<file path="config.mk">
export PLATFORM = sky130hd
export DESIGN_NAME = metl_ctrl
export DESIGN_NICKNAME = d
export VERILOG_FILES = /design/src/hw/rtl/metl_pkg.sv /design/src/hw/rtl/metl_ctrl.sv
export SDC_FILE = /design/constraint.sdc
export NUM_CORES = 1
export LEC_CHECK = 0
export BUFFER_PORTS_ARGS = -buffer_cell sky130_fd_sc_hd__buf_2
export CORE_AREA = 2 2 39 41
export DETAILED_ROUTE_END_ITERATION = 10
export DIE_AREA = 0 0 41 43
export PLACE_DENSITY = 0.64
export SLEW_MARGIN = 30
export SYNTH_ARGS = -nofsm -noshare
export SYNTH_HDL_FRONTEND = slang
export SYNTH_SLANG_ARGS = --single-unit
</file>
<file path="constraint.sdc">
create_clock -name clk -period 2.4 [get_ports clk]
set_input_delay 0.48 -clock clk [delete_from_list [all_inputs] [get_ports clk]]
set_output_delay 0.48 -clock clk [all_outputs]
set_load 0.01 [all_outputs]
</file>
<file path="src/hw/rtl/metl_pkg.sv">
// Shared constants and types for the mesh edge to triangle linker.
`timescale 1ns / 1ps
`default_nettype none
package metl_pkg;
  localparam int MaxTriangles = 1024;
  localparam int NodeW = 24;
  localparam int SpinW = 16;
  localparam int SideW = 25;
  localparam logic [SideW-1:0] Unassigned = '1;

  typedef enum logic [1:0] {
    OP_START = 2'd0,
    OP_LOAD  = 2'd1,
    OP_EDGE  = 2'd2,
    OP_READ  = 2'd3
  } op_t;

  typedef enum logic [1:0] {
    ST_OK    = 2'd0,
    ST_FULL  = 2'd1,
    ST_RANGE = 2'd2
  } status_t;

  typedef struct packed {
    logic [1:0]       op;
    logic [NodeW-1:0] item_id;
    logic [NodeW-1:0] node_a;
    logic [NodeW-1:0] node_b;
    logic [NodeW-1:0] node_c;
    logic [SpinW-1:0] spin_a;
    logic [SpinW-1:0] spin_b;
    logic [SpinW-1:0] spin_c;
    logic [SpinW-1:0] spin_d;
    logic [2:0]       kind_in;
    logic             face_or_previous;
    logic [9:0]       slot;
  } in_t;

  typedef struct packed {
    logic [2:0]       kind_out;
    logic [SpinW-1:0] spin_out_a;
    logic [SpinW-1:0] spin_out_b;
    logic [SpinW-1:0] spin_out_c;
    logic [SpinW-1:0] spin_out_d;
    logic [NodeW-1:0] tri_ident;
    logic [SideW-1:0] side_edge_0;
    logic [SideW-1:0] side_edge_1;
    logic [SideW-1:0] side_edge_2;
    logic             spin_overflow;
    logic [1:0]       status;
  } out_t;

  // Commands from the controller to the datapath.
  typedef struct packed {
    logic capture;   // latch the input beat
    logic start;     // swap banks
    logic load;      // write a triangle
    logic rd_issue;  // issue a table read (scan or readout)
    logic rd_prev;   // read address is in the previous bank
    logic scan_eval; // evaluate the triangle read last cycle
    logic read_eval; // form the readout result
    logic finish;    // load the output register
  } cmd_t;

  typedef struct packed {
    logic       is_face;
    logic [1:0] op;
    logic       cur_empty;
    logic       prev_empty;
  } stat_t;
endpackage
`default_nettype wire

</file>
<file path="src/hw/rtl/metl_ctrl.sv">
// Controller state machine sequencing commands over the datapath.
`timescale 1ns / 1ps
`default_nettype none
module metl_ctrl
  import metl_pkg::*;
(
  input  wire logic  clk,
  input  wire logic  rst,
  input  wire logic  in_valid,
  output      logic  in_ready,
  output      logic  out_valid,
  input  wire logic  out_ready,
  input  wire stat_t stat,
  input  wire logic  last_idx,
  output      cmd_t  cmd
);
  typedef enum logic [2:0] {
    S_IDLE, S_DISPATCH, S_SCAN, S_DRAIN, S_READ, S_DONE
  } state_t;
  state_t state, state_next;
  logic prev_phase, prev_phase_next;
  logic out_valid_next;
  // Within a scan the evaluation of triangle j overlaps the read of j+1.
  logic scan_prev;

  assign in_ready = (state == S_IDLE) && !out_valid;

  always_comb begin
    cmd = '0;
    state_next = state;
    prev_phase_next = prev_phase;
    out_valid_next = out_valid && !out_ready;
    cmd.rd_prev = prev_phase;
    case (state)
      S_IDLE: begin
        if (in_valid && in_ready) begin
          cmd.capture = 1'b1;
          prev_phase_next = 1'b0;
          state_next = S_DISPATCH;
        end
      end
      S_DISPATCH: begin
        case (op_t'(stat.op))
          OP_START: begin cmd.start = 1'b1; state_next = S_DONE; end
          OP_LOAD:  begin cmd.load = 1'b1; state_next = S_DONE; end
          OP_EDGE: begin
            if (!stat.cur_empty) state_next = S_SCAN;
            else if (stat.is_face && !stat.prev_empty) begin
              prev_phase_next = 1'b1;
              state_next = S_SCAN;
            end else state_next = S_DONE;
          end
          default: begin
            cmd.rd_issue = 1'b1;
            cmd.rd_prev = stat.is_face;
            cmd.read_eval = 1'b1;
            state_next = S_READ;
          end
        endcase
      end
      S_SCAN: begin
        // A read is issued while the triangle before it is evaluated.
        cmd.rd_issue = 1'b1;
        cmd.scan_eval = scan_prev;
        if (last_idx) state_next = S_DRAIN;
      end
      S_DRAIN: begin
        cmd.scan_eval = 1'b1;
        if (!prev_phase && stat.is_face && !stat.prev_empty) begin
          prev_phase_next = 1'b1;
          state_next = S_SCAN;
        end else state_next = S_DONE;
      end
      S_READ: begin
        cmd.read_eval = 1'b1;
        cmd.finish = 1'b1;
        out_valid_next = 1'b1;
        state_next = S_IDLE;
      end
      S_DONE: begin
        cmd.finish = 1'b1;
        out_valid_next = 1'b1;
        state_next = S_IDLE;
      end
      default: state_next = S_IDLE;
    endcase
  end

  always_ff @(posedge clk) begin
    if (rst) begin
      state <= S_IDLE;
      prev_phase <= 1'b0;
      out_valid <= 1'b0;
      scan_prev <= 1'b0;
    end else begin
      state <= state_next;
      prev_phase <= prev_phase_next;
      out_valid <= out_valid_next;
      scan_prev <= (state == S_SCAN);
    end
  end

`ifndef SYNTHESIS
  a_ready_idle: assert property (@(posedge clk) disable iff (rst)
    in_ready |-> state == S_IDLE) else $error("ready outside idle");
  a_out_after: assert property (@(posedge clk) disable iff (rst)
    $rose(out_valid) |-> $past(cmd.finish)) else $error("result without finish");
  a_scan_seq: assert property (@(posedge clk) disable iff (rst)
    (state == S_DRAIN) |-> scan_prev) else $error("drain without scan");
`endif
endmodule
`default_nettype wire

</file>
==> results.txt, run 1 <==
Post-Synthesis Cell Area - 422 um2
Routed Antenna Nets - 0
row count - 14
part of the power in registers - 39.8%
post-CTS sizing - 0
routability congestion estimate - 0.796
Cells after Synth - 59
routed via count - 480
clk root buf - clkbuf_4
n_diodes - 0
synth top area cells - dfxtp_1 (28%), nand2b_1 (8.9%), a21oi_1 (7.1%)
most common cell after layout, fill and taps aside - buf_2
clock insertion delay at the later pin of the skew report - 240 ps
WP data arrival - 1770 ps
top cell type's share of synthesized area - 28.5%
grt ovf - 0
Hold Crit Class - in -> reg
Total Power - 310 uW
fin crit period - 2250 ps
post-route setup TNS - 0 ps
CTS tree - built
#FFs+latches synth - 6
WHS - 489 ps
Worst setup EP type - primary output
NetSw - 98.9 uW
RSZ-0062 raised after global routing - false
vias in the first global route - 407
relative slew slack - 76.1%
sw frac - 31.9%
TritonRoute pass-1 iters - 4
Die Span Y - 43 um
combinational share of power - 30.6%
period utilisation layout - 93.6%
total CTS buffers - 3
Peak supply drop - 0.000307 V
leakage power - 0.235 nW
design area - 538 um2
Pint - 211 uW
clock transition at the registers of the reported paths - 50 ps
Port Buf Inserts - 19
initial antenna violation count - 0
largest net degree at the start of global routing - 13
CP Max Fanout - 11
Vias per Instance - 5.22
total of max-cap violations - 0
fmax - 0.445 GHz
Core Footprint - 0.00138 mm2
gr usage total - 13.8%
first-pass GRT wire length - 1630 um
Starting Density - 30.5%
layout cells sized above 1 - 32.9%
library cells used by synthesis - 25
run status - finished, final reports clean
initial DRC count - 8
final max-slew violation count - 0
Final nets - 88
Final Skew - 2.04 ps
Setup CP Type - reg -> out
Remaining DRCs - 0
yosys warns - 0
CP delay by family, top - simple AND/OR/NAND/NOR gates
final wirelength - 1050 um
Clk pwr share - 29.6%
die span in x - 41 um
Ports - 20
worst path required time - 1920 ps
dpl cell area - 514 um2
area grow syn2layout - 27.6%
Max Buffers Root-to-Sink - 2
post-synthesis sequential area ratio - 28.5%
H-tree levels - 1
Final Util - 38.9%
leading area contributor after synthesis - dfxtp_1
die area - 0.00176 mm2
post-CTS setup buffer count - 0
most frequent cells in the layout - buf_2 (19), nor2_1 (7), nand2b_1 (6), a21oi_1 (6), dfxtp_1 (5)
Pwr Density - 576 mW/mm2
final setup vio count - 0
Setup crit start kind - flop
Sink Count - 6
Final Hold Viols - 0
Synth Area per Inst - 7.15 um2
Worst-Margin Slew - 358 ps
CP cell instances - or3b_1 -> nor2_1 -> mux2_2 -> buf_2
delay of the slowest cell on the worst path - 520 ps
wire per inst - 11.4 um
dpl hpwl - 765 um
post-synth net total - 69
Worst path slowest cell - or3b_1
crit path buf inv count - 1
post-cts hold buffer count - 0
-- power groups by stage --
stage / Combinational (mW) / Clock (mW) / Sequential [mW]
final: 0.0949 / 0.0916 / 0.123
after global routing: 0.107 / 0.100 / 0.125
after CTS: 0.0950 / 0.0958 / 0.123
after detailed placement: 0.0944 / 0 / 0.125
after global placement: 0.0933 / 0 / 0.123
after floorplan: 0.0723 / 0 / 0.115
-- flip-flops by register name, summed over array words and instances, names as in the netlist --
name	count
state	3
out_valid	1
prev_phase	1
scan_prev	1
-- final timing paths --
kind | to | depth (start not counted) | startpoint | slack [ps]
worst max register to register | state[0] | 4 | state[2] | 850
worst min-delay path | state[2] | 2 | rst | 490
worst max-delay path | cmd[3] | 4 | state[2] | 150
worst min register to register | out_valid | 2 | out_valid | 530
-- synthesized netlist by cell type (all sizes together) --
cell	instances
a21oi	6
a311oi	1
a31oi	1
and2	1
buf	3
clkbuf	2
dfxtp	6
inv	1
mux2	1
nand2	3
nand2b	6
nand3	3
nand3b	1
nand4b	2
nor2	8
nor2b	2
nor3	2
nor3b	2
nor4	1
o211ai	1
o21a	1
o21ai	3
o2bb2ai	1
or3b	1
-- cells by family (layout without fill, tap and decap cells) --
logic type | after synthesis | in the layout | share of synthesized area [%]
compound gates | 14 | 14 | 19.9
buf+inv | 6 | 23 | 6.23
flops | 6 | 6 | 28.5
mux | 1 | 1 | 2.67
simple gates | 32 | 32 | 42.7
-- metal layers --
metal / vias up / part of all wire [%] / track usage, %
met5: - / 0 / 0
met4: 0 / 1.4 / 12.0
met3: 2 / 8.7 / 1.57
met2: 26 / 40 / 17.2
met1: 211 / 50 / 19.6
li1: 241 / - / -
-- per-stage QoR --
stage	instances	worst slack, ps
6_report	92	153
5_1_grt	92	92.5
4_1_cts	92	63.4
3_5_place_dp	89	325
3_3_place_gp	89	395
2_1_floorplan	59	686
-- area by class of cell --
| class | instances | area [um2] |
|---|---|---|
| fillers | 168 | 846 |
| multi-input cells | 47 | 275 |
| flip-flops and latches | 6 | 121 |
| repair buffers | 19 | 95.1 |
| clock buffers | 3 | 22.5 |
| well taps | 16 | 20.0 |
| inverters | 1 | 3.75 |
Power figures use the tool's default switching activity.
==> run 2, diff against run 1 <==
Settings changed: CELL_PAD_IN_SITES_DETAIL_PLACEMENT set to 1, CELL_PAD_IN_SITES_GLOBAL_PLACEMENT set to 1, CORE_AREA 2 2 39 41 to 2 2 40 42, CTS_CLUSTER_SIZE set to 28, DIE_AREA 0 0 41 43 to 0 0 42 44, PLACE_DENSITY 0.64 to 0.82, TNS_END_PERCENT set to 50.
==> results.txt, run 2 (same netlist as run 1, synthesis figures left out) <==
Die Span Y - 44 um (+2.3%)
RSZ-0062 raised after global routing - false
H-tree levels - 1 (unchanged)
max reg flops - 3 (unchanged)
Hold Crit Class - in -> reg
WHS - 482 ps (-6.58 ps)
initial DRC count - 5 (-3)
Ports - 20 (unchanged)
largest net degree at the start of global routing - 13 (unchanged)
Setup CP Type - reg -> out
fin crit period - 2290 ps (+41.2 ps)
most frequent cells in the layout - buf_2 (19), nor2_1 (7), nand2b_1 (6), a21oi_1 (6), dfxtp_1 (6)
routability congestion estimate - 0.752 (-5.5%)
post-cts hold buffer count - 0 (unchanged)
wire per inst - 13.4 um (+17%)
total of max-cap violations - 0 (unchanged)
final instance count without filler cells - 93 (+1.1%)
fmax - 0.437 GHz (-1.8%)
gr usage total - 15.2% (+1.5 points)
clock insertion delay at the later pin of the skew report - 240 ps (about the same)
Pwr Density - 576 mW/mm2 (about the same)
clock transition at the registers of the reported paths - 40 ps (about the same)
vias in the first global route - 462 (+14%)
Vias per Instance - 5.19 (-0.46%)
initial antenna violation count - 0 (unchanged)
Worst path slowest cell - or3b_1
post-CTS setup buffer count - 0 (unchanged)
first-pass GRT wire length - 2060 um (+27%)
Core Footprint - 0.00142 mm2 (+2.5%)
grt ovf - 0 (unchanged)
worst path required time - 1920 ps (about the same)
Worst-Margin Slew - 330 ps (-28.1 ps)
CTS tree - built
Sink Count - 6 (unchanged)
delay of the slowest cell on the worst path - 510 ps (about the same)
dpl hpwl - 954 um (+25%)
Final Skew - 3.29 ps (+1.24 ps)
dpl cell area - 522 um2 (+1.5%)
final wirelength - 1240 um (+18%)
design area - 544 um2 (+1.2%)
clk root buf - clkbuf_4
crit path from - state[2]
Worst setup EP type - primary output
Final Hold Viols - 0 (unchanged)
layout cells sized above 1 - 32.5% (-0.43 points)
total CTS buffers - 3 (unchanged)
Placed Cells - 90 (+1.1%)
area grow syn2layout - 29.1%
Final Util - 38.4% (-0.52 points)
run status - finished, final reports clean
Routed Antenna Nets - 0 (unchanged)
Remaining DRCs - 0 (unchanged)
die area - 0.00185 mm2 (+4.8%)
row count - 14 (unchanged)
CP delay by family, top - simple AND/OR/NAND/NOR gates
Peak supply drop - 0.000288 V (-6.1%)
Setup crit start kind - flop
post-route setup TNS - 0 ps (unchanged)
leakage power - 0.240 nW (+2.1%)
Max Buffers Root-to-Sink - 2 (unchanged)
Port Buf Inserts - 19 (unchanged)
n_diodes - 0 (unchanged)
die span in x - 42 um (+2.4%)
relative slew slack - 78.0% (+1.9 points)
final max-slew violation count - 0 (unchanged)
Fill cells - 194 (+15%)
Final nets - 89 (+1.1%)
CP Max Fanout - 11 (unchanged)
final setup vio count - 0 (unchanged)
WP data arrival - 1810 ps (+40 ps)
R2R Path Start - state[2]
CP cell instances - or3b_1 -> nor2_1 -> mux2_2 -> buf_2
critical hold path startpoint - rst
routed via count - 483 (+0.63%)
TritonRoute pass-1 iters - 4 (unchanged)
post-CTS sizing - 0 (unchanged)
Starting Density - 29.7% (-0.75 points)
most common cell after layout, fill and taps aside - buf_2
crit path buf inv count - 1 (unchanged)
period utilisation layout - 95.4% (+1.7 points)
largest reg by FF count - state
## run 2: cell count changes in the layout (fill, tap and decap cells not counted)
cell | before | now
dfxtp_1 | 5 | 6
buf_4 | 0 | 1
dfxtp_2 | 1 | 0
## run 2: worst register-to-register path, cell delays in order (launching register included)
cell      delay [ps]
dfxtp_1          390
or3b_1           510
nor2_2           140
nand3_1           90
a311oi_1         280
## run 2: power breakdown
part	leakage, nW	internal (mW)	total, mW	switching (mW)
combinational	0.177	0.0485	0.106	0.0579
sequential	0.0490	0.108	0.118	0.00918
clock	0.0138	0.0563	0.0895	0.0332
total	0.240	0.213	0.314	0.100
## run 2: final timing paths
| check | end | slack, ps | depth (start not counted) |
|---|---|---|---|
| worst min-delay path | scan_prev | 480 | 2 |
| worst max register to register | state[0] | 890 | 4 |
| worst max-delay path | cmd[3] | 110 | 4 |
| worst min register to register | out_valid | 550 | 2 |
## run 2: layout make-up
cell class	instances	area (um2)	area share, %
Clock buffer	3	22.5	4.14
Inverter	1	3.75	0.690
Multi-Input combinational cell	47	275	50.6
Sequential cell	6	120	22.1
Tap cell	16	20.0	3.68
Timing Repair Buffer	20	103	18.9
## run 2: through the flow
step | total power, mW | setup slack, ps
after detailed placement | 0.225 | 371
after global routing | 0.338 | 13.3
after CTS | 0.321 | 98.9
after floorplan | 0.187 | 686
final | 0.314 | 111
after global placement | 0.222 | 462
## run 2: per-layer routing
metal  track usage, %  wire [um]  vias up
li1                 -          -      246
met1             16.1        515      226
met2             26.6        659        7
met3             3.33         37        4
met4             11.6         31        0
met5                0          0        -
